`src/hw/rtl/tlge_cell.sv`:
```
module tlge_cell #(
  parameter int WIDTH = 64
) (
  input  logic             clk,
  input  logic             rst_n,
  input  logic             shift_en,
  input  logic [WIDTH-1:0] d_in,
  output logic [WIDTH-1:0] q
);

  logic [WIDTH-1:0] row_r;

  // One grid row; the whole chain moves one place per enabled cycle.
  always_ff @(posedge clk) begin
    if (!rst_n) begin
      row_r <= '0;
    end else if (shift_en) begin
      row_r <= d_in;
    end
  end

  assign q = row_r;

endmodule

```
`config.mk`:
```
export PLATFORM = sky130hd
export DESIGN_NAME = tlge_cell
export DESIGN_NICKNAME = d
export VERILOG_FILES = /design/src/hw/rtl/tlge_cell.sv
export SDC_FILE = /design/constraint.sdc
export NUM_CORES = 1
export LEC_CHECK = 0
export BUFFER_PORTS_ARGS = -buffer_cell sky130_fd_sc_hd__buf_2
export CELL_PAD_IN_SITES_DETAIL_PLACEMENT = 0
export CELL_PAD_IN_SITES_GLOBAL_PLACEMENT = 1
export CORE_UTILIZATION = 35
export CTS_CLUSTER_DIAMETER = 30
export DETAILED_ROUTE_END_ITERATION = 10
export MAX_ROUTING_LAYER = met4
export PLACE_DENSITY = 0.82
export SYNTH_ARGS = -nofsm -noshare
export SYNTH_HDL_FRONTEND = slang
export SYNTH_SLANG_ARGS = --single-unit
```
`constraint.sdc`:
```
create_clock -name clk -period 1.45 [get_ports clk]
set_input_delay 0.0725 -clock clk [delete_from_list [all_inputs] [get_ports clk]]
set_output_delay 0.0725 -clock clk [all_outputs]
set_load 0.02 [all_outputs]
```
==> summary.md, run 1 <==
| Metric | Value |
|---|---|
| Status | `finished clean` |
| Area Overhead vs Synth | `52.7%` |
| Required @ worst endpoint | `1380 ps` |
| Gr usage total | `15.2%` |
| CTS clk-pin slew, worst paths | `70 ps` |
| DRT iter0 DRCs | `46` |
| Max Clock Skew | `0 ps` |
| Post-Syn Nets | `273` |
| Final core occ | `55.1%` |
| Fraction of met2 tracks used by global routing | `25.0%` |
| Worst hold path type | `input port to flip-flop` |
| Die ar. | `7340 sq um` |
| Cell area after layout | `3740 sq um` |
| Largest net degree at the start of global routing | `65` |
| Slowest Stage Delay on Critical Path | `360 ps` |
| Vias in the first global route | `1932` |
| CP startpoint kind | `flip-flop` |
| Async SR Flop Fraction | `0%` |
| CTS Buf Count | `9` |
| Register area | `1280 sq um` |
| Leak | `1.89 nW` |
| Post-Syn Instances | `206` |
| HP Start | `d_in[12]` |
| Routed WL | `5390 um` |
| WHS Path Cells | `3` |
| Max_cap viols | `0` |
| Placement Cell Area | `3140 sq um` |
| Top-Level Pins | `131` |
| H-tree depth | `3` |
| # rows | `30` |
| Via/cell ratio | `4.17` |
| IO buf count | `130` |
| FF-to-FF path depth | `2` |
| Worst slew margin | `70.3%` |
| Setup Viol. Count Final | `0` |
| Fin Setup TNS | `0 ps` |
| Fin. Hold Viols | `0` |
| Synth top area share | `52.3%` |
| Worst-margin pin slew | `446 ps` |
| GP Congestion | `0.637` |
| Initial antenna violation count | `0` |
| Worst EP arrival | `870 ps` |
| Highest clock rate | `1.07 GHz` |
| Kind of end point of the critical path | `primary output` |
| GR peak layer | `met2` |
| Root Buffer | `clkbuf_8` |
| Synth cell count leaders | `64 x dfxtp_1, 64 x mux2i_1, 64 x nor2b_1` |
| Crit-path cells | `buf_2` |
| Starting Density | `36.1%` |
| Grt met1 use | `16.2%` |
| Later-pin clock latency in the skew report | `320 ps` |
| DRC violations left | `0` |
| Routed WL per cell | `11.3 um` |
| Avg Inst Size Synth | `11.9 sq um` |
| Worst VDD drop | `524 uV` |
| TritonCTS clock tree | `done` |
| Post-synthesis sequential area ratio | `52.3%` |
| Die Y | `85.7 um` |
| FILL cells | `611` |
| Synthesized area | `2450 sq um` |
| Dominant cells by area after synthesis | `dfxtp_1 52%, mux2i_1 26%, nor2b_1 16%` |
| Family with the most delay on the worst path | `flip-flops` |
| CTS Buffer Depth | `2` |
| Library cells used by synthesis | `7` |
| Pwr/cell area | `1080 nW/um^2` |
| Final HPWL DP | `3140 um` |
| CP Class | `flip-flop to primary output` |
| Drt first pass iters | `4` |
| Fin crit period | `938 ps` |
| RR Startpoint | `q[45]$_SDFFE_PN0P_` |
| Multi-input logic area | `1040 sq um` |
| Hold Path Sink | `q[12]$_SDFFE_PN0P_` |
| Diode count | `0` |
| Critical Path Slowest Stage Cell | `dfxtp_1` |
| Width of the die | `85.7 um` |
| Post-route ant nets | `0` |
| Nets@finish | `444` |
| RSZ-0062 raised after global routing | `no` |
| Reg2Reg Capture Point | `q[45]$_SDFFE_PN0P_` |
| Max reg flops | `64` |
| Final period util | `64.7%` |
| GR Util met3 | `4.62%` |
| R2r setup slk | `790 ps` |
| Final hold slack | `13.9 ps` |
| Worst Path Buf+Inv | `1` |
| Post-synth EDFFs | `0` |
| CP max FO | `2` |
| Pins Over Slew Limit | `0` |
| First-pass GRT wire length | `8390 um` |
| CTS sink count | `64` |
| Ys Warns | `0` |
| Routed vias | `1991` |
| Post-CTS setup buffers | `0` |
| Layout cell share with drive strength beyond 1 | `38.1%` |
| Core area | `6790 sq um` |
| Remaining Overflow, GRT | `0` |
| Top_reg_cell synth | `dfxtp_1` |
| #FFs+latches synth | `64` |
| Yosys top cell by area | `dfxtp_1` |
-- placed cells by master, fill, tap and decap left out --
master / instances
buf_12: 2
buf_2: 129
buf_4: 1
bufinv_16: 1
clkbuf_1: 2
clkbuf_8: 10
clkinv_2: 1
clkinvlp_4: 1
dfxtp_1: 64
dlygate4sd3_1: 42
mux2i_1: 64
nor2b_1: 64
-- layer usage --
metal / share of wire, % / vias up
met5: 0 / -
met4: 2.3 / 0
met3: 6.8 / 13
met2: 49 / 81
met1: 42 / 878
li1: - / 1019
-- layout make-up --
type / count / share of cell area [%]
sequential: 64 / 34.2
timing repair buffer: 174 / 29.7
multi-input combinational: 128 / 27.8
clock buffer: 12 / 3.88
tap: 96 / 3.21
clock inverter: 3 / 1.14
-- worst max path at each step --
stage	start	to	cells after the start	slack (ps)
CTS	q[21]$_SDFFE_PN0P_	q[21]	1	510
global route	q[48]$_SDFFE_PN0P_	q[48]	1	480
global placement	shift_en	q[21]$_SDFFE_PN0P_	4	460
floorplan	shift_en	q[10]$_SDFFE_PN0P_	4	730
detailed placement	shift_en	q[21]$_SDFFE_PN0P_	4	440
finish	q[45]$_SDFFE_PN0P_	q[45]	1	510
-- metrics by stage --
stage	std cells	total power, mW	worst slack [ps]
floorplan	206	2.33	728
CTS	477	4.11	515
global placement	420	2.53	464
detailed placement	420	2.54	441
global route	477	4.25	480
finish	477	4.05	512
-- power breakdown --
| group | switching (mW) | internal, mW | total [mW] |
|---|---|---|---|
| Clock | 0.635 | 0.830 | 1.47 |
| Combinational | 0.329 | 0.345 | 0.674 |
| Sequential | 0.0494 | 1.86 | 1.91 |
| Total | 1.01 | 3.04 | 4.05 |
-- cells by family after synthesis --
| logic type | share of synthesized area, % |
|---|---|
| mux | 26.1 |
| flops | 52.3 |
| simple gates | 16.3 |
| buf+inv | 5.26 |
-- what timing repair did --
action,CTS,global route
setup endpoints to repair,0,0
hold buffers,42,0
hold endpoints to repair,42,0
resized for setup,0,0
Power figures use the tool's default switching activity.
==> run 2, diff against run 1 <==
- CORE_UTILIZATION: 35 -> 33
- PLACE_DENSITY: 0.82 -> 0.78
- clock period: 1.45 -> 1 ns (I/O delays scaled with it)
==> run 2 against run 1 <==
Clock power increased by 22%. Sequential share of layout area decreased by 1.4 points. Global-route usage increased by 0.24 points. Power increased by 39%. Non-clock buffer count increased by 19. Clock skew unchanged. Critical path type unchanged. Critical endpoint is now q[11]. Largest power group unchanged. Highest routed layer unchanged.
==> summary.md, run 2 (same netlist as run 1, synthesis figures left out) <==
| Metric | Value |
|---|---|
| Max_cap viols | `0 (unchanged)` |
| Routed vias | `2092 (+5.1%)` |
| HP Start | `d_in[61]` |
| # hold bufs at CTS | `61 (+45%)` |
| # rows | `31 (+3.3%)` |
| CTS sink count | `64 (unchanged)` |
| Worst Path Buf+Inv | `1 (unchanged)` |
| Slowest Stage Delay on Critical Path | `350 ps (about the same)` |
| Commonest cells after routing, fill and taps aside | `129 x buf_2, 64 x mux2i_1, 64 x nor2b_1, 64 x dfxtp_1, 61 x dlygate4sd3_1` |
| Commonest non-fill, non-tap cell in the layout | `buf_2` |
| Fin Setup TNS | `0 ps (unchanged)` |
| Width of the die | `88.2 um (+2.9%)` |
| Highest clock rate | `1.12 GHz` |
| Critical Path Slowest Stage Cell | `dfxtp_1` |
| Initial antenna violation count | `0 (unchanged)` |
| Vias in the first global route | `2069 (+7.1%)` |
| Status | `finished clean` |
| Required @ worst endpoint | `950 ps (-430 ps)` |
| FILL cells | `672 (+10%)` |
| GR Util met3 | `5.09% (+0.47 points)` |
| DRC violations left | `0 (unchanged)` |
| DRT iter0 DRCs | `38 (-17%)` |
| Remaining Overflow, GRT | `0 (unchanged)` |
| Reg2Reg Capture Point | `q[11]$_SDFFE_PN0P_` |
| Layout cell share with drive strength beyond 1 | `35.8% (-2.2 points)` |
| Final WS setup | `110 ps (-402 ps)` |
| Crit-path cells | `buf_2` |
| Routed WL per cell | `11.4 um (+1.1%)` |
| Worst-margin pin slew | `869 ps (+423 ps)` |
| CP startpoint kind | `flip-flop` |
| Setup Viol. Count Final | `0 (unchanged)` |
| Final HPWL DP | `3350 um (+6.7%)` |
| Later-pin clock latency in the skew report | `320 ps (about the same)` |
| Diode count | `0 (unchanged)` |
| Via/cell ratio | `4.20 (+0.64%)` |
| Fin. Hold Viols | `0 (unchanged)` |
| CTS clk-pin slew, worst paths | `60 ps (about the same)` |
| FF-to-FF path depth | `2 (unchanged)` |
| CTS Buf Count | `9 (unchanged)` |
| Family with the most delay on the worst path | `flip-flops` |
| Worst hold path type | `input port to flip-flop` |
| Routed WL | `5690 um (+5.5%)` |
| Nets@finish | `463 (+4.3%)` |
| Area Overhead vs Synth | `59.3%` |
| Kind of end point of the critical path | `primary output` |
| Starting Density | `34.0% (-2.1 points)` |
| R2r setup slk | `360 ps (-430 ps)` |
| GP Congestion | `0.649 (+1.9%)` |
| Pins Over Slew Limit | `0 (unchanged)` |
| CP Class | `flip-flop to primary output` |
| First-pass GRT wire length | `8910 um (+6.2%)` |
| Gr usage total | `15.4% (+0.24 points)` |
| Largest net degree at the start of global routing | `65 (unchanged)` |
| Fraction of met2 tracks used by global routing | `25.5% (+0.51 points)` |
| Worst VDD drop | `1000 uV (+92%)` |
| Grt met1 use | `17.0% (+0.83 points)` |
| Pwr/cell area | `1440 nW/um^2 (+33%)` |
| IO buf count | `130 (unchanged)` |
| Die Y | `88.2 um (+2.9%)` |
| Worst EP arrival | `840 ps (-30 ps)` |
| Final core occ | `54.1% (-0.99 points)` |
| WHS Path Cells | `3 (unchanged)` |
| Hold Path Sink | `q[61]$_SDFFE_PN0P_` |
| TritonCTS clock tree | `done` |
| RR Startpoint | `q[11]$_SDFFE_PN0P_` |
| Tot Pwr | `5.62 mW (+39%)` |
| H-tree depth | `3 (unchanged)` |
| Drt first pass iters | `4 (unchanged)` |
| Post-CTS setup buffers | `0 (unchanged)` |
| Max reg flops | `64 (unchanged)` |
| Root Buffer | `clkbuf_8` |
| CP max FO | `2 (unchanged)` |
| Cells after DPL | `423 (+0.71%)` |
| Dpl ws | `-71.2 ps (-512 ps)` |
| Top-Level Pins | `131 (unchanged)` |
| Leak | `1.95 nW (+3.5%)` |
| Die ar. | `7780 sq um (+5.9%)` |
| Core area | `7210 sq um (+6.2%)` |
| RSZ-0062 raised after global routing | `no` |
| Max Clock Skew | `0 ps (unchanged)` |
| Final hold slack | `20.7 ps (+6.77 ps)` |
| GR peak layer | `met2` |
| Final period util | `89.0%` |
| Cell area after layout | `3900 sq um (+4.3%)` |
| CTS Buffer Depth | `2 (unchanged)` |
| Final Instance Count excl. Fillers | `498 (+4.4%)` |
| Fin crit period | `890 ps` |
| Worst slew margin | `42.1% (-28 points)` |
| Post-route ant nets | `0 (unchanged)` |
| Post-CTS Resized | `0 (unchanged)` |
| Placement Cell Area | `3140 sq um (+0.12%)` |
-- run 2: final cells by class --
class,instances,area (sq um),share of cell area (%)
Clock buffer,13,149,3.81
Clock inverter,1,5.00,0.128
Multi-Input combinational cell,128,1040,26.7
Sequential cell,64,1280,32.8
Tap cell,99,124,3.17
Timing Repair Buffer,193,1300,33.4
-- run 2: layer usage --
metal | routed length (um) | vias up | share of wire (%)
li1 | - | 1059 | -
met1 | 2460 | 943 | 43
met2 | 2730 | 78 | 48
met3 | 405 | 12 | 7.1
met4 | 98 | 0 | 1.7
met5 | 0 | - | 0
-- run 2: worst max-delay path by stage --
stage | cells past startpoint | end | start
floorplan | 4 | q[10]$_SDFFE_PN0P_ | shift_en
global placement | 2 | q[60]$_SDFFE_PN0P_ | rst_n
detailed placement | 2 | q[61]$_SDFFE_PN0P_ | rst_n
CTS | 1 | q[4] | q[4]$_SDFFE_PN0P_
global route | 1 | q[61] | q[61]$_SDFFE_PN0P_
finish | 1 | q[11] | q[11]$_SDFFE_PN0P_
-- run 2: where the power goes --
part           switching [mW]  leakage, nW  internal [mW]
sequential             0.0704        0.529           2.70
clock                   0.866       0.0794          0.939
combinational           0.491         1.35          0.550
==> run 3, diff against run 2 <==
- ABC_CLOCK_PERIOD_IN_PS: not set -> 1000
- CELL_PAD_IN_SITES_DETAIL_PLACEMENT: 0 -> 2
- CELL_PAD_IN_SITES_GLOBAL_PLACEMENT: 1 -> 2
- CORE_UTILIZATION: 33 -> 26
- TNS_END_PERCENT: not set -> 50
==> run 3 against run 2 <==
Flip-flop and latch count unchanged. Sequential power about the same. Utilization decreased by 11 points.
==> summary.md, run 3 (same netlist as run 1, synthesis figures left out) <==
| Metric | Value |
|---|---|
| CP max FO | `2 (unchanged)` |
| Max_cap viols | `0 (unchanged)` |
| TritonCTS clock tree | `done` |
| Worst slew margin | `39.1% (-3.0 points)` |
| Nets@finish | `458 (-1.1%)` |
| # rows | `35 (+13%)` |
| Highest clock rate | `1.10 GHz (-2.0%)` |
| Leak | `1.97 nW (+1.0%)` |
| Final core occ | `43.1% (-11 points)` |
| Worst VDD drop | `660 uV (-34%)` |
| Drt first pass iters | `4 (unchanged)` |
| Pwr/cell area | `1630 nW/um^2 (+13%)` |
| Setup crit start | `q[63]$_SDFFE_PN0P_` |
| CTS Buffer Depth | `2 (unchanged)` |
| Tot Pwr | `6.46 mW (+15%)` |
| Top-Level Pins | `131 (unchanged)` |
| Commonest non-fill, non-tap cell in the layout | `buf_2` |
| Width of the die | `99.1 um (+12%)` |
| Remaining Overflow, GRT | `0 (unchanged)` |
| Status | `finished clean` |
| Routed WL per cell | `14.9 um (+30%)` |
| Setup Viol. Count Final | `0 (unchanged)` |
| IO buf count | `130 (unchanged)` |
| Vias in the first global route | `2422 (+17%)` |
| GR Util met3 | `2.95% (-2.1 points)` |
| GR peak layer | `met2` |
| CTS sink count | `64 (unchanged)` |
| DRC violations left | `0 (unchanged)` |
| Worst-margin pin slew | `914 ps (+45.0 ps)` |
| GP Congestion | `0.641 (-1.2%)` |
| Routed vias | `2175 (+4.0%)` |
| Core area | `9200 sq um (+27%)` |
| Area Overhead vs Synth | `61.8%` |
| Routed WL | `7540 um (+33%)` |
| Via/cell ratio | `4.29 (+2.1%)` |
| DRT iter0 DRCs | `20 (-47%)` |
| Crit-path cells | `buf_2` |
| HP Start | `d_in[8]` |
| Commonest cells after routing, fill and taps aside | `129 x buf_2, 64 x mux2i_1, 64 x nor2b_1, 64 x dfxtp_1, 55 x dlygate4sd3_1` |
| Worst Path Buf+Inv | `1 (unchanged)` |
| Grt met1 use | `16.9% (-0.14 points)` |
| Fin crit period | `908 ps (+17.9 ps)` |
| Layout cell share with drive strength beyond 1 | `37.6% (+1.8 points)` |
| FILL cells | `992 (+48%)` |
| CP startpoint kind | `flip-flop` |
| Starting Density | `26.7% (-7.3 points)` |
| CTS Buf Count | `9 (unchanged)` |
| CP Class | `flip-flop to primary output` |
| Largest net degree at the start of global routing | `65 (unchanged)` |
| Critical Path Slowest Stage Cell | `dfxtp_1` |
| RSZ-0062 raised after global routing | `no` |
| Family with the most delay on the worst path | `flip-flops` |
| RR Startpoint | `q[40]$_SDFFE_PN0P_` |
| Root Buffer | `clkbuf_8` |
| Post-route ant nets | `0 (unchanged)` |
| Final HPWL DP | `4580 um (+37%)` |
| Fraction of met2 tracks used by global routing | `31.1% (+5.6 points)` |
| Worst EP arrival | `860 ps (+20 ps)` |
| Final period util | `90.8% (+1.8 points)` |
| H-tree depth | `3 (unchanged)` |
| Required @ worst endpoint | `950 ps (about the same)` |
| Initial antenna violation count | `0 (unchanged)` |
| Max reg flops | `64 (unchanged)` |
| Gr usage total | `16.3% (+0.94 points)` |
| Die Y | `99.1 um (+12%)` |
| First-pass GRT wire length | `12000 um (+35%)` |
| Max Clock Skew | `0 ps (unchanged)` |
| Pins Over Slew Limit | `0 (unchanged)` |
| Cells after DPL | `436 (+3.1%)` |
| Slowest Stage Delay on Critical Path | `360 ps (about the same)` |
| Diode count | `0 (unchanged)` |
| Later-pin clock latency in the skew report | `320 ps (about the same)` |
| Die ar. | `9820 sq um (+26%)` |
| Worst hold path type | `input port to flip-flop` |
| Fin. Hold Viols | `0 (unchanged)` |
| CTS clk-pin slew, worst paths | `80 ps (+20 ps)` |
| Final Instance Count excl. Fillers | `507 (+1.8%)` |
| Kind of end point of the critical path | `primary output` |
run 3: worst paths after layout:
path | to | slack (ps) | cells past startpoint
max | q[63] | 90 | 1
min | q[8]$_SDFFE_PN0P_ | 8 | 3
max reg2reg | q[40]$_SDFFE_PN0P_ | 320 | 2
min reg2reg | q[5]$_SDFFE_PN0P_ | 520 | 2
run 3: timing repair:
item / CTS / global route
hold endpoints to repair: 55 / 0
setup buffers: 0 / 0
hold buffers: 55 / 0
resized for setup: 0 / 0
run 3: routing by layer:
metal  share of wire (%)  routed length [um]
met1                  40                3030
met4                0.61                  46
met5                   0                   0
met2                  55                4140
met3                 4.2                 318
run 3: layout make-up:
class,instances,area [sq um],area share (%)
sequential,64,1280,32.3
timing repair buffer,188,1260,31.9
multi-input combinational,128,1040,26.3
clock buffer,12,165,4.17
tap,111,139,3.50
clock inverter,4,75.1,1.89
run 3: through the flow:
step / hold slack (ps) / worst slack (ps) / area (sq um) / setup TNS [ps]
CTS: 3.51 / 60.7 / 3970 / 0
detailed placement: 319 / -93.3 / 3170 / -3870
finish: 8.10 / 92.2 / 3970 / 0
floorplan: 219 / 301 / 2450 / 0
global placement: 303 / -63.1 / 3170 / -3210
global route: 0.923 / 45.1 / 3970 / 0
run 3: power by group:
group / total, mW / internal [mW] / switching [mW]
sequential: 2.78 / 2.70 / 0.0789
clock: 2.61 / 1.61 / 0.998
combinational: 1.07 / 0.543 / 0.525
total: 6.46 / 4.85 / 1.60
