===== src/hw/rtl/tlge_pkg.sv =====
package tlge_pkg;

  localparam int ROW_BITS = 64;
  localparam int IDX_BITS = 6;
  localparam int GEN_BITS = 32;
  localparam int CMD_BITS = 2;

  // Neighbor counts of the B3/S23 rule.
  localparam logic [3:0] SURVIVE_LOW = 4'd2;
  localparam logic [3:0] BIRTH_COUNT = 4'd3;

  typedef enum logic [CMD_BITS-1:0] {
    CMD_WRITE = 2'd0,
    CMD_STEP  = 2'd1,
    CMD_READ  = 2'd2
  } cmd_t;

  typedef enum logic [1:0] {
    ST_IDLE,
    ST_RUN,
    ST_DONE
  } state_t;

  typedef struct packed {
    logic [CMD_BITS-1:0] cmd;
    logic [IDX_BITS-1:0] row_index;
    logic [ROW_BITS-1:0] row_cells;
  } in_item_t;

  typedef struct packed {
    logic [ROW_BITS-1:0] row_cells_out;
    logic [GEN_BITS-1:0] generation_count;
  } out_item_t;

endpackage


===== src/hw/rtl/tlge_rule.sv =====
module tlge_rule #(
  parameter int WIDTH = 64
) (
  input  logic [WIDTH-1:0] row_up,
  input  logic [WIDTH-1:0] row_cur,
  input  logic [WIDTH-1:0] row_down,
  output logic [WIDTH-1:0] row_next
);

  for (genvar c = 0; c < WIDTH; c++) begin : g_col
    localparam int L = (c + WIDTH - 1) % WIDTH;
    localparam int R = (c + 1) % WIDTH;
    logic [3:0] n;

    assign n = 4'(row_up[L]) + 4'(row_up[c]) + 4'(row_up[R])
             + 4'(row_cur[L]) + 4'(row_cur[R])
             + 4'(row_down[L]) + 4'(row_down[c]) + 4'(row_down[R]);

    assign row_next[c] = row_cur[c]
                       ? (n == tlge_pkg::SURVIVE_LOW || n == tlge_pkg::BIRTH_COUNT)
                       : (n == tlge_pkg::BIRTH_COUNT);
  end

endmodule


===== config.mk =====
export PLATFORM = sky130hd
export DESIGN_NAME = tlge_rule
export DESIGN_NICKNAME = d
export VERILOG_FILES = /design/src/hw/rtl/tlge_pkg.sv /design/src/hw/rtl/tlge_rule.sv
export SDC_FILE = /design/constraint.sdc
export NUM_CORES = 1
export LEC_CHECK = 0
export ABC_AREA = 0
export BUFFER_PORTS_ARGS = -buffer_cell sky130_fd_sc_hd__buf_2
export CAP_MARGIN = 0
export CORE_UTILIZATION = 50
export DETAILED_ROUTE_END_ITERATION = 10
export GPL_ROUTABILITY_DRIVEN = 0
export PLACE_DENSITY = 0.75
export SYNTH_ARGS = -nofsm -noshare
export SYNTH_HDL_FRONTEND = slang
export SYNTH_SLANG_ARGS = --single-unit

===== constraint.sdc =====
create_clock -name vclk -period 7.98
set_input_delay 1.995 -clock vclk [all_inputs]
set_output_delay 1.995 -clock vclk [all_outputs]
set_load 0.02 [all_outputs]

==> flow_summary.html, run 1 <==
<table>
<tr><th>Metric</th><th>Value</th></tr>
<tr><th colspan="2">Run status</th></tr>
<tr><td>Run status</td><td>complete, no violations</td></tr>
<tr><th colspan="2">Detailed routing</th></tr>
<tr><td># DRC</td><td>0</td></tr>
<tr><td>Post-DR vias/cell</td><td>4.75</td></tr>
<tr><td>Wire length per cell</td><td>12.5 um</td></tr>
<tr><td>Detail Route Antenna Nets</td><td>0</td></tr>
<tr><td>Final WL</td><td>~22000 um</td></tr>
<tr><td>Via total after detailed routing</td><td>8303</td></tr>
<tr><td>Drt pass-1 iters</td><td>4</td></tr>
<tr><td>Number of design-rule violations left by the first detailed-router iteration</td><td>168</td></tr>
<tr><th colspan="2">Placement</th></tr>
<tr><td>Half-perimeter wire length of the detailed placement result</td><td>21500 um</td></tr>
<tr><td>Buffers added on ports</td><td>256</td></tr>
<tr><th colspan="2">Worst hold path</th></tr>
<tr><td>Worst min-delay path category</td><td>in -&gt; out</td></tr>
<tr><td>Min-Delay Endpoint</td><td>row_next[4]</td></tr>
<tr><td>Cells on Worst Hold Path</td><td>4</td></tr>
<tr><td>Critical hold path startpoint</td><td>row_cur[4]</td></tr>
<tr><th colspan="2">Synthesis</th></tr>
<tr><td>Mean post-synth cell area</td><td>between 8 and 9 um2</td></tr>
<tr><td>Count of different cell masters after synthesis</td><td>8</td></tr>
<tr><td>Cell area after technology mapping</td><td>10900 um2</td></tr>
<tr><td>Syn nets</td><td>1855</td></tr>
<tr><td>Portion of the post-synthesis area used by sequential elements</td><td>0%</td></tr>
<tr><td>Number of warnings printed during yosys synthesis</td><td>0</td></tr>
<tr><td>Synthesized netlist cell count</td><td>1215</td></tr>
<tr><th colspan="2">Power</th></tr>
<tr><td>Fraction of power consumed by combinational cells</td><td>100.0%</td></tr>
<tr><td>Clock group share of total power</td><td>0%</td></tr>
<tr><td>Internal</td><td>0.712 mW</td></tr>
<tr><td>Switching power share of the total</td><td>58.1%</td></tr>
<tr><td>Sequential group share of total power</td><td>0%</td></tr>
<tr><td>Cell Pwr Density</td><td>136 nW/um2</td></tr>
<tr><td>Leakage component of the power</td><td>7.30 nW</td></tr>
<tr><td>Total net switching power</td><td>0.986 mW</td></tr>
<tr><td>Maximum ir drop on the vdd rail</td><td>between 0.07 and 0.08 mV</td></tr>
<tr><th colspan="2">Die</th></tr>
<tr><td>Count of boundary I/O pins</td><td>256</td></tr>
<tr><td>Floorplan row count</td><td>53</td></tr>
<tr><td>Area of the die</td><td>22400 um2</td></tr>
<tr><td>Initial standard-cell utilization of the core</td><td>roughly half</td></tr>
<tr><td>Die H</td><td>150 um</td></tr>
<tr><td>Die W</td><td>150 um</td></tr>
<tr><td>Area of the core region</td><td>roughly 21000 um2</td></tr>
<tr><th colspan="2">GRT</th></tr>
<tr><td>First-pass GRT wire length</td><td>37900 um</td></tr>
<tr><td>Number of antenna violations at the first check in global routing</td><td>4</td></tr>
<tr><td>Total grt overflow</td><td>0</td></tr>
<tr><td>Number of global-route vias before repair</td><td>about 8.9k</td></tr>
<tr><td>Global Route Usage Sum</td><td>20.4%</td></tr>
<tr><td>Largest net degree at the start of global routing</td><td>4</td></tr>
<tr><th colspan="2">Timing</th></tr>
<tr><td>Relative slew slack</td><td>84.6%</td></tr>
<tr><td>Time the final worst path needs with I/O delays and setup</td><td>6.89 ns</td></tr>
<tr><td>Share of the clock period used by the worst path</td><td>86.4%</td></tr>
<tr><td>Setup TNS</td><td>0 ns</td></tr>
<tr><td>Final Max Slew Viols</td><td>0</td></tr>
<tr><td>Final Hold Viols</td><td>0</td></tr>
<tr><td>Final Setup Violations</td><td>0</td></tr>
<tr><td>RSZ-0062 raised after global routing</td><td>no</td></tr>
<tr><td>Least-Margin Pin Slew</td><td>0.228 ns</td></tr>
<tr><td>Highest clock frequency the design can meet</td><td>~150 MHz</td></tr>
<tr><th colspan="2">Finish</th></tr>
<tr><td>Signed area change from the synthesized netlist to the final layout</td><td>15.0%</td></tr>
<tr><td>Post-Route Utilization</td><td>59.2%</td></tr>
<tr><td>Post-layout nets</td><td>about 2.1k</td></tr>
<tr><td>Fillers</td><td>1856</td></tr>
<tr><td>Fraction of layout instances using a drive strength above 1</td><td>17.4%</td></tr>
<tr><td>FF+latch count</td><td>0</td></tr>
<tr><td>Area of all sequential standard cells</td><td>0 um2</td></tr>
<tr><td>Clock buffer count</td><td>0</td></tr>
<tr><th colspan="2">Setup path</th></tr>
<tr><td>Crit-path max FO</td><td>3</td></tr>
<tr><td>Worst EP arrival</td><td>4.90 ns</td></tr>
<tr><td>Crit Path Class</td><td>in -&gt; out</td></tr>
<tr><td>Worst Setup End Kind</td><td>primary output</td></tr>
<tr><td>Critical Path RT</td><td>5.99 ns</td></tr>
<tr><td>CP Launch Type</td><td>primary input</td></tr>
<tr><th colspan="2">Clocking</th></tr>
<tr><td>Number of post-CTS setup repair buffers</td><td>0</td></tr>
<tr><td>Cts-stage hold buffer count</td><td>0</td></tr>
<tr><td>PostCTS Resize Cnt</td><td>0</td></tr>
<tr><th colspan="2">Run</th></tr>
<tr><td>Count of maximum capacitance violations</td><td>0</td></tr>
</table>
cells in the final DEF, fill, tap and decap left out:
cell type and count:
sky130_fd_sc_hd__diode_2 2, sky130_fd_sc_hd__fa_1 256, sky130_fd_sc_hd__a21oi_1 128, sky130_fd_sc_hd__nand3_1 64, sky130_fd_sc_hd__buf_2 256, sky130_fd_sc_hd__or2_1 30, sky130_fd_sc_hd__ha_1 192, sky130_fd_sc_hd__o21ai_0 64
sky130_fd_sc_hd__inv_1 447, sky130_fd_sc_hd__or2_0 34
synthesized netlist by cell type:
master	number	area share, %
sky130_fd_sc_hd__inv_1	447	15
sky130_fd_sc_hd__fa_1	256	47
sky130_fd_sc_hd__ha_1	192	22
sky130_fd_sc_hd__a21oi_1	128	5.9
sky130_fd_sc_hd__nand3_1	64	2.9
sky130_fd_sc_hd__o21ai_0	64	2.9
sky130_fd_sc_hd__or2_0	34	2.0
sky130_fd_sc_hd__or2_1	30	1.7
logic make-up after synthesis:
family	synth area share, %
AND/OR/NAND/NOR	6.62
adder cells (fa/ha/maj)	69.1
AO/OA/AOI/OAI	8.83
buffers and inverters	15.4
worst max-delay path by stage:
stage / startpoint / to
6_report: row_up[0] / row_next[63]
5_1_grt: row_up[46] / row_next[47]
4_1_cts: row_up[46] / row_next[47]
3_5_place_dp: row_up[46] / row_next[47]
3_3_place_gp: row_up[46] / row_next[47]
2_1_floorplan: row_up[0] / row_next[0]
power by group through the flow:
| stage | Clock (mW) | Combinational, mW | Sequential (mW) |
|---|---|---|---|
| 2_1_floorplan | 0 | 1.23 | 0 |
| 3_3_place_gp | 0 | 1.63 | 0 |
| 3_5_place_dp | 0 | 1.71 | 0 |
| 4_1_cts | 0 | 1.72 | 0 |
| 5_1_grt | 0.0000000335 | 2.00 | 0 |
| 6_report | 0.0000000335 | 1.70 | 0 |
critical path, cell delays in order:
cell and delay, ns:
sky130_fd_sc_hd__buf_2 0.07, sky130_fd_sc_hd__inv_1 0.10, sky130_fd_sc_hd__fa_1 0.58, sky130_fd_sc_hd__fa_1 0.43
sky130_fd_sc_hd__fa_1 0.49, sky130_fd_sc_hd__inv_1 0.04, sky130_fd_sc_hd__ha_1 0.20, sky130_fd_sc_hd__fa_1 0.39
sky130_fd_sc_hd__or2_1 0.24, sky130_fd_sc_hd__a21oi_1 0.17, sky130_fd_sc_hd__buf_2 0.19
per-stage QoR:
stage                     setup WS, ns  cells  hold WS [ns]  power, mW  instance area, um2
after floorplan                   1.28   1215          4.21       1.23               10900
after global placement            1.10   1746          4.41       1.63               12500
after detailed placement          1.06   1746          4.41       1.71               12500
after CTS                         1.05   1746          4.42       1.72               12500
after global routing             0.901   1748          4.43       2.00               12500
final                             1.09   1748          4.42       1.70               12500
final cells by class:
class | instances | area (um2) | share of cell area [%]
repair buffers | 256 | 1280 | 10.2
multi-input cells | 768 | 9210 | 73.6
inverters | 447 | 1680 | 13.4
well taps | 275 | 344 | 2.75
diodes | 2 | 5.00 | 0.0400
per-layer routing:
metal / global-route usage [%] / wire length (um)
met1: 26.1 / 9240
met2: 37.7 / 11100
met3: 2.29 / 1120
met4: 2.50 / 312
met5: 0 / 13
Note: power is estimated with default switching activity, not from simulation.
==> inputs of run 2 (changes only) <==
--- a/config.mk
+++ b/config.mk
@@ -6,7 +6,7 @@
 export NUM_CORES = 1
 export LEC_CHECK = 0
 export ABC_AREA = 0
-export BUFFER_PORTS_ARGS = -buffer_cell sky130_fd_sc_hd__buf_2
+export BUFFER_PORTS_ARGS = -buffer_cell sky130_fd_sc_hd__buf_4
 export CAP_MARGIN = 0
 export CORE_UTILIZATION = 50
 export DETAILED_ROUTE_END_ITERATION = 10
==> flow_summary.html, run 2 (same netlist as run 1, synthesis figures left out) <==
<table>
<tr><th>Metric</th><th>Value</th></tr>
<tr><th colspan="2">Run status</th></tr>
<tr><td>Run status</td><td>complete, no violations (unchanged)</td></tr>
<tr><th colspan="2">Placement</th></tr>
<tr><td>Half-perimeter wire length of the detailed placement result</td><td>21700 um (was 21500 um)</td></tr>
<tr><td>Worst setup timing slack at the placement stage</td><td>1.09 ns (was 1.06 ns)</td></tr>
<tr><td>Placed Cells incl. Taps</td><td>1746 (unchanged)</td></tr>
<tr><td>Buffers added on ports</td><td>256 (unchanged)</td></tr>
<tr><th colspan="2">Die</th></tr>
<tr><td>Area of the core region</td><td>21200 um2 (unchanged)</td></tr>
<tr><td>Initial standard-cell utilization of the core</td><td>51.5% (unchanged)</td></tr>
<tr><td>Die H</td><td>150 um (unchanged)</td></tr>
<tr><td>Count of boundary I/O pins</td><td>256 (unchanged)</td></tr>
<tr><td>Floorplan row count</td><td>53 (unchanged)</td></tr>
<tr><td>Die W</td><td>150 um (unchanged)</td></tr>
<tr><td>Area of the die</td><td>22400 um2 (unchanged)</td></tr>
<tr><th colspan="2">Finish</th></tr>
<tr><td>Number of diodes added for antenna fixing</td><td>0 (was 2)</td></tr>
<tr><td>Fillers</td><td>1834 (was 1856)</td></tr>
<tr><td>Clock buffer count</td><td>0 (unchanged)</td></tr>
<tr><td>Commonest cells after routing, fill and taps aside</td><td>sky130_fd_sc_hd__inv_1, sky130_fd_sc_hd__fa_1, sky130_fd_sc_hd__buf_4 (was sky130_fd_sc_hd__inv_1, sky130_fd_sc_hd__fa_1, sky130_fd_sc_hd__buf_2)</td></tr>
<tr><td>Post-layout nets</td><td>2113 (unchanged)</td></tr>
<tr><td>Count of non-filler cells in the finished layout</td><td>1746 (was 1748)</td></tr>
<tr><td>Fraction of layout instances using a drive strength above 1</td><td>17.4% (unchanged)</td></tr>
<tr><td>Most common cell after layout, fill and taps aside</td><td>sky130_fd_sc_hd__inv_1 (unchanged)</td></tr>
<tr><td>Area of all sequential standard cells</td><td>0 um2 (unchanged)</td></tr>
<tr><td>FF+latch count</td><td>0 (unchanged)</td></tr>
<tr><td>Signed area change from the synthesized netlist to the final layout</td><td>20.8% (was 15.0%)</td></tr>
<tr><th colspan="2">Clocking</th></tr>
<tr><td>Number of post-CTS setup repair buffers</td><td>0 (unchanged)</td></tr>
<tr><td>Cts-stage hold buffer count</td><td>0 (unchanged)</td></tr>
<tr><td>PostCTS Resize Cnt</td><td>0 (unchanged)</td></tr>
<tr><th colspan="2">Detailed routing</th></tr>
<tr><td># DRC</td><td>0 (unchanged)</td></tr>
<tr><td>Detail Route Antenna Nets</td><td>0 (unchanged)</td></tr>
<tr><td>Number of design-rule violations left by the first detailed-router iteration</td><td>143 (was 168)</td></tr>
<tr><td>Drt pass-1 iters</td><td>4 (unchanged)</td></tr>
<tr><td>Post-DR vias/cell</td><td>4.76 (was 4.75)</td></tr>
<tr><td>Wire length per cell</td><td>12.7 um (was 12.5 um)</td></tr>
<tr><td>Via total after detailed routing</td><td>8310 (was 8303)</td></tr>
<tr><td>Final WL</td><td>22100 um (was 21800 um)</td></tr>
<tr><th colspan="2">Timing</th></tr>
<tr><td>Relative slew slack</td><td>83.4% (was 84.6%)</td></tr>
<tr><td>RSZ-0062 raised after global routing</td><td>no (unchanged)</td></tr>
<tr><td>Least-Margin Pin Slew</td><td>0.249 ns (was 0.228 ns)</td></tr>
<tr><td>Share of the clock period used by the worst path</td><td>86.9% (was 86.4%)</td></tr>
<tr><td>Setup slack of the critical path after layout</td><td>1.05 ns (was 1.09 ns)</td></tr>
<tr><td>Highest clock frequency the design can meet</td><td>144 MHz (was 145 MHz)</td></tr>
<tr><td>Final Setup Violations</td><td>0 (unchanged)</td></tr>
<tr><td>Final Hold Viols</td><td>0 (unchanged)</td></tr>
<tr><td>Setup TNS</td><td>0 ns (unchanged)</td></tr>
<tr><td>Final Max Slew Viols</td><td>0 (unchanged)</td></tr>
<tr><td>Time the final worst path needs with I/O delays and setup</td><td>6.93 ns (was 6.89 ns)</td></tr>
<tr><th colspan="2">GRT</th></tr>
<tr><td>Global Route Usage Sum</td><td>20.9% (was 20.4%)</td></tr>
<tr><td>Largest net degree at the start of global routing</td><td>4 (unchanged)</td></tr>
<tr><td>Number of global-route vias before repair</td><td>9006 (was 8901)</td></tr>
<tr><td>First-pass GRT wire length</td><td>38800 um (was 37900 um)</td></tr>
<tr><td>Number of antenna violations at the first check in global routing</td><td>0 (was 4)</td></tr>
<tr><td>Total grt overflow</td><td>0 (unchanged)</td></tr>
<tr><th colspan="2">Power</th></tr>
<tr><td>Cell Pwr Density</td><td>137 nW/um2 (was 136 nW/um2)</td></tr>
<tr><td>Leakage component of the power</td><td>7.48 nW (was 7.30 nW)</td></tr>
<tr><td>Maximum ir drop on the vdd rail</td><td>0.0817 mV (was 0.0795 mV)</td></tr>
<tr><td>Power Total</td><td>1.80 mW (was 1.70 mW)</td></tr>
<tr><th colspan="2">Setup path</th></tr>
<tr><td>Combined buffer and inverter count along the critical path</td><td>4 (unchanged)</td></tr>
<tr><td>CP Launch Type</td><td>primary input (unchanged)</td></tr>
<tr><td>Worst EP arrival</td><td>4.94 ns (was 4.90 ns)</td></tr>
<tr><td>Worst Setup End Kind</td><td>primary output (unchanged)</td></tr>
<tr><td>Critical path's largest stage delay</td><td>0.57 ns (was 0.58 ns)</td></tr>
<tr><td>Critical Path RT</td><td>5.99 ns (about the same)</td></tr>
<tr><td>Sequence of cells on the critical path</td><td>buf_4 -&gt; inv_1 -&gt; fa_1 -&gt; fa_1 -&gt; fa_1 -&gt; inv_1 -&gt; ha_1 -&gt; fa_1 -&gt; or2_0 -&gt; a21oi_1 -&gt; buf_4 (was buf_2 -&gt; inv_1 -&gt; fa_1 -&gt; fa_1 -&gt; fa_1 -&gt; inv_1 -&gt; ha_1 -&gt; fa_1 -&gt; or2_1 -&gt; a21oi_1 -&gt; buf_2)</td></tr>
<tr><td>Crit-path max FO</td><td>2 (was 3)</td></tr>
<tr><td>Crit-path leading delay family</td><td>adder cells (unchanged)</td></tr>
<tr><td>Most common cell type on the critical path</td><td>sky130_fd_sc_hd__fa_1 (unchanged)</td></tr>
<tr><td>Crit Path Class</td><td>in -&gt; out (unchanged)</td></tr>
<tr><td>CP max-delay cell</td><td>sky130_fd_sc_hd__fa_1 (unchanged)</td></tr>
<tr><th colspan="2">Worst hold path</th></tr>
<tr><td>Worst min-delay path category</td><td>in -&gt; out (unchanged)</td></tr>
<tr><th colspan="2">Run</th></tr>
<tr><td>Count of maximum capacitance violations</td><td>0 (unchanged)</td></tr>
</table>
==> run 2: cell count changes in the layout (fill, tap and decap cells not counted), sizes merged <==
cell / delta
diode: -2
==> run 2: final timing paths <==
| path | start | end | slack [ns] | depth (start not counted) |
|---|---|---|---|---|
| worst max-delay path | row_up[49] | row_next[50] | 1.05 | 11 |
| worst min-delay path | row_cur[29] | row_next[29] | 4.39 | 4 |
==> run 2: metrics by stage <==
stage / hold slack [ns] / cell area (um2) / utilization (%)
6_report: 4.39 / 13200 / 62.2
5_1_grt: 4.43 / 13200 / 62.2
4_1_cts: 4.40 / 13200 / 62.2
3_5_place_dp: 4.40 / 13200 / 62.2
3_3_place_gp: 4.40 / 13200 / 62.2
2_1_floorplan: 4.21 / 10900 / -
==> run 2: routing by layer <==
metal	GRT usage (%)	up-vias	wire length (um)
met2	37.9	166	11100
met4	2.86	0	364
met3	2.68	22	1170
li1	-	4165	-
met1	27.0	3957	9520
met5	0	-	0
==> run 2: area by class of cell <==
type	instances	area, um2	area share, %
Multi-Input combinational cell	768	9210	70.0
Timing Repair Buffer	256	1920	14.6
Inverter	447	1680	12.8
Tap cell	275	344	2.62
==> run 2: report_power, final <==
group	total, mW	internal [mW]	switching, mW
logic	1.80	0.806	0.994
registers	0	0	0
clock network	0	0	0
==> inputs of run 3 (changes only) <==
==> constraint.sdc (replaced) <==
create_clock -name vclk -period 7.98
set_input_delay 0.798 -clock vclk [all_inputs]
set_output_delay 0.798 -clock vclk [all_outputs]
set_load 0.02 [all_outputs]
==> flow_summary.html, run 3 (same netlist as run 1, synthesis figures left out) <==
<table>
<tr><th>Metric</th><th>Value</th></tr>
<tr><th colspan="2">Setup path</th></tr>
<tr><td>Crit-path max FO</td><td>2 (unchanged)</td></tr>
<tr><td>CP Launch Type</td><td>primary input (unchanged)</td></tr>
<tr><td>Worst Setup End Kind</td><td>primary output (unchanged)</td></tr>
<tr><td>Sequence of cells on the critical path</td><td>buf_4 -&gt; inv_1 -&gt; fa_1 -&gt; fa_1 -&gt; fa_1 -&gt; inv_1 -&gt; ha_1 -&gt; fa_1 -&gt; or2_0 -&gt; a21oi_1 -&gt; buf_4 (unchanged)</td></tr>
<tr><td>Worst EP arrival</td><td>3.75 ns (was 4.94 ns)</td></tr>
<tr><td>Most common cell type on the critical path</td><td>sky130_fd_sc_hd__fa_1 (unchanged)</td></tr>
<tr><td>Critical path's largest stage delay</td><td>0.56 ns (was 0.57 ns)</td></tr>
<tr><td>Crit Path Class</td><td>in -&gt; out (unchanged)</td></tr>
<tr><td>CP max-delay cell</td><td>sky130_fd_sc_hd__fa_1 (unchanged)</td></tr>
<tr><td>Critical Path RT</td><td>7.18 ns (was 5.99 ns)</td></tr>
<tr><th colspan="2">Timing</th></tr>
<tr><td>Share of the clock period used by the worst path</td><td>57.0% (was 86.9%)</td></tr>
<tr><td>Highest clock frequency the design can meet</td><td>220 MHz (was 144 MHz)</td></tr>
<tr><td>Setup TNS</td><td>0 ns (unchanged)</td></tr>
<tr><td>Time the final worst path needs with I/O delays and setup</td><td>4.54 ns (was 6.93 ns)</td></tr>
<tr><td>Final Setup Violations</td><td>0 (unchanged)</td></tr>
<tr><td>Setup slack of the critical path after layout</td><td>3.44 ns (was 1.05 ns)</td></tr>
<tr><td>Final Hold Viols</td><td>0 (unchanged)</td></tr>
<tr><td>RSZ-0062 raised after global routing</td><td>no (unchanged)</td></tr>
<tr><td>Relative slew slack</td><td>82.2% (was 83.4%)</td></tr>
<tr><td>Least-Margin Pin Slew</td><td>0.267 ns (was 0.249 ns)</td></tr>
<tr><td>Final Max Slew Viols</td><td>0 (unchanged)</td></tr>
<tr><td>Final Hold Slack</td><td>2.01 ns (was 4.39 ns)</td></tr>
<tr><th colspan="2">Placement</th></tr>
<tr><td>Worst setup timing slack at the placement stage</td><td>3.45 ns (was 1.09 ns)</td></tr>
<tr><td>Half-perimeter wire length of the detailed placement result</td><td>21700 um (about the same)</td></tr>
<tr><td>Buffers added on ports</td><td>256 (unchanged)</td></tr>
<tr><td>Standard cell area after detailed placement</td><td>13200 um2 (unchanged)</td></tr>
<tr><td>Placed Cells incl. Taps</td><td>1746 (unchanged)</td></tr>
<tr><th colspan="2">GRT</th></tr>
<tr><td>First-pass GRT wire length</td><td>38700 um (was 38800 um)</td></tr>
<tr><td>Global Route Usage Sum</td><td>20.8% (was 20.9%)</td></tr>
<tr><td>Number of antenna violations at the first check in global routing</td><td>0 (unchanged)</td></tr>
<tr><td>Number of global-route vias before repair</td><td>9090 (was 9006)</td></tr>
<tr><td>Largest net degree at the start of global routing</td><td>4 (unchanged)</td></tr>
<tr><td>Total grt overflow</td><td>0 (unchanged)</td></tr>
<tr><th colspan="2">Finish</th></tr>
<tr><td>Area of all sequential standard cells</td><td>0 um2 (unchanged)</td></tr>
<tr><td>Signed area change from the synthesized netlist to the final layout</td><td>20.8% (unchanged)</td></tr>
<tr><td>FF+latch count</td><td>0 (unchanged)</td></tr>
<tr><td>Summed area of non-filler cells in the final layout</td><td>13200 um2 (unchanged)</td></tr>
<tr><td>Fraction of layout instances using a drive strength above 1</td><td>17.4% (unchanged)</td></tr>
<tr><td>Post-layout nets</td><td>2113 (unchanged)</td></tr>
<tr><td>Number of diodes added for antenna fixing</td><td>0 (unchanged)</td></tr>
<tr><td>Fillers</td><td>1799 (was 1834)</td></tr>
<tr><td>Count of non-filler cells in the finished layout</td><td>1746 (unchanged)</td></tr>
<tr><td>Most common cell after layout, fill and taps aside</td><td>sky130_fd_sc_hd__inv_1 (unchanged)</td></tr>
<tr><td>Post-Route Utilization</td><td>62.2% (unchanged)</td></tr>
<tr><td>Total area of multi-input combinational cells</td><td>9210 um2 (unchanged)</td></tr>
<tr><td>Commonest cells after routing, fill and taps aside</td><td>sky130_fd_sc_hd__inv_1, sky130_fd_sc_hd__fa_1, sky130_fd_sc_hd__buf_4 (unchanged)</td></tr>
<tr><td>Clock buffer count</td><td>0 (unchanged)</td></tr>
<tr><th colspan="2">Power</th></tr>
<tr><td>Maximum ir drop on the vdd rail</td><td>0.0767 mV (was 0.0817 mV)</td></tr>
<tr><td>Sequential group share of total power</td><td>0% (about the same)</td></tr>
<tr><td>Switching power share of the total</td><td>55.2% (about the same)</td></tr>
<tr><td>Clock group share of total power</td><td>0% (about the same)</td></tr>
<tr><td>Internal</td><td>0.806 mW (about the same)</td></tr>
<tr><td>Power Total</td><td>1.80 mW (about the same)</td></tr>
<tr><td>Cell Pwr Density</td><td>137 nW/um2 (about the same)</td></tr>
<tr><td>Total net switching power</td><td>0.993 mW (was 0.994 mW)</td></tr>
<tr><td>Fraction of power consumed by combinational cells</td><td>100.0% (about the same)</td></tr>
<tr><td>Leakage component of the power</td><td>7.48 nW (unchanged)</td></tr>
<tr><th colspan="2">Detailed routing</th></tr>
<tr><td>Final WL</td><td>22200 um (was 22100 um)</td></tr>
<tr><td>Via total after detailed routing</td><td>8342 (was 8310)</td></tr>
<tr><td># DRC</td><td>0 (unchanged)</td></tr>
<tr><td>Detail Route Antenna Nets</td><td>0 (unchanged)</td></tr>
<tr><td>Number of design-rule violations left by the first detailed-router iteration</td><td>151 (was 143)</td></tr>
<tr><td>Post-DR vias/cell</td><td>4.78 (was 4.76)</td></tr>
<tr><td>Drt pass-1 iters</td><td>4 (unchanged)</td></tr>
<tr><td>Wire length per cell</td><td>12.7 um (about the same)</td></tr>
<tr><th colspan="2">Clocking</th></tr>
<tr><td>Number of post-CTS setup repair buffers</td><td>0 (unchanged)</td></tr>
<tr><td>PostCTS Resize Cnt</td><td>0 (unchanged)</td></tr>
<tr><td>Cts-stage hold buffer count</td><td>0 (unchanged)</td></tr>
<tr><th colspan="2">Run status</th></tr>
<tr><td>Run status</td><td>complete, no violations (unchanged)</td></tr>
<tr><th colspan="2">Die</th></tr>
<tr><td>Floorplan row count</td><td>53 (unchanged)</td></tr>
<tr><td>Area of the core region</td><td>21200 um2 (unchanged)</td></tr>
<tr><td>Die H</td><td>150 um (unchanged)</td></tr>
<tr><td>Count of boundary I/O pins</td><td>256 (unchanged)</td></tr>
<tr><td>Die W</td><td>150 um (unchanged)</td></tr>
<tr><td>Area of the die</td><td>22400 um2 (unchanged)</td></tr>
<tr><td>Initial standard-cell utilization of the core</td><td>51.5% (unchanged)</td></tr>
<tr><th colspan="2">Worst hold path</th></tr>
<tr><td>Worst min-delay path category</td><td>in -&gt; out (unchanged)</td></tr>
<tr><th colspan="2">Run</th></tr>
<tr><td>Count of maximum capacitance violations</td><td>0 (unchanged)</td></tr>
</table>
run 3: cell counts in the layout (fill, tap and decap cells not counted):
No cell type changed its count.
run 3: routing by layer:
layer / vias up / wire (um) / track usage, %
met2: 179 / 11100 / 37.9
met4: 0 / 435 / 3.37
met1: 3975 / 9390 / 26.4
li1: 4164 / - / -
met5: - / 0 / 0
met3: 24 / 1280 / 2.80
run 3: power by group through the flow:
| stage | Combinational, mW | Sequential (mW) | Clock, mW |
|---|---|---|---|
| 2_1_floorplan | 1.23 | 0 | 0 |
| 6_report | 1.80 | 0 | 0 |
| 4_1_cts | 1.83 | 0 | 0 |
| 3_5_place_dp | 1.81 | 0 | 0 |
| 5_1_grt | 2.10 | 0 | 0 |
| 3_3_place_gp | 1.74 | 0 | 0 |
run 3: worst paths after layout:
kind / startpoint / slack [ns] / endpoint / depth (start not counted)
worst min-delay path: row_cur[60] / 2.01 / row_next[60] / 4
worst max-delay path: row_up[46] / 3.44 / row_next[47] / 11
run 3: layout make-up:
class              instances  share of cell area [%]
multi-input cells        768                    70.0
repair buffers           256                    14.6
inverters                447                    12.8
well taps                275                    2.62
run 3: worst max-delay path: cells and delay by family:
kind / cells / cell delay [ns]
buffers and inverters: 4 / 0.39
AND/OR/NAND/NOR: 1 / 0.24
AO/OA/AOI/OAI: 1 / 0.25
adder cells (fa/ha/maj): 5 / 2.07
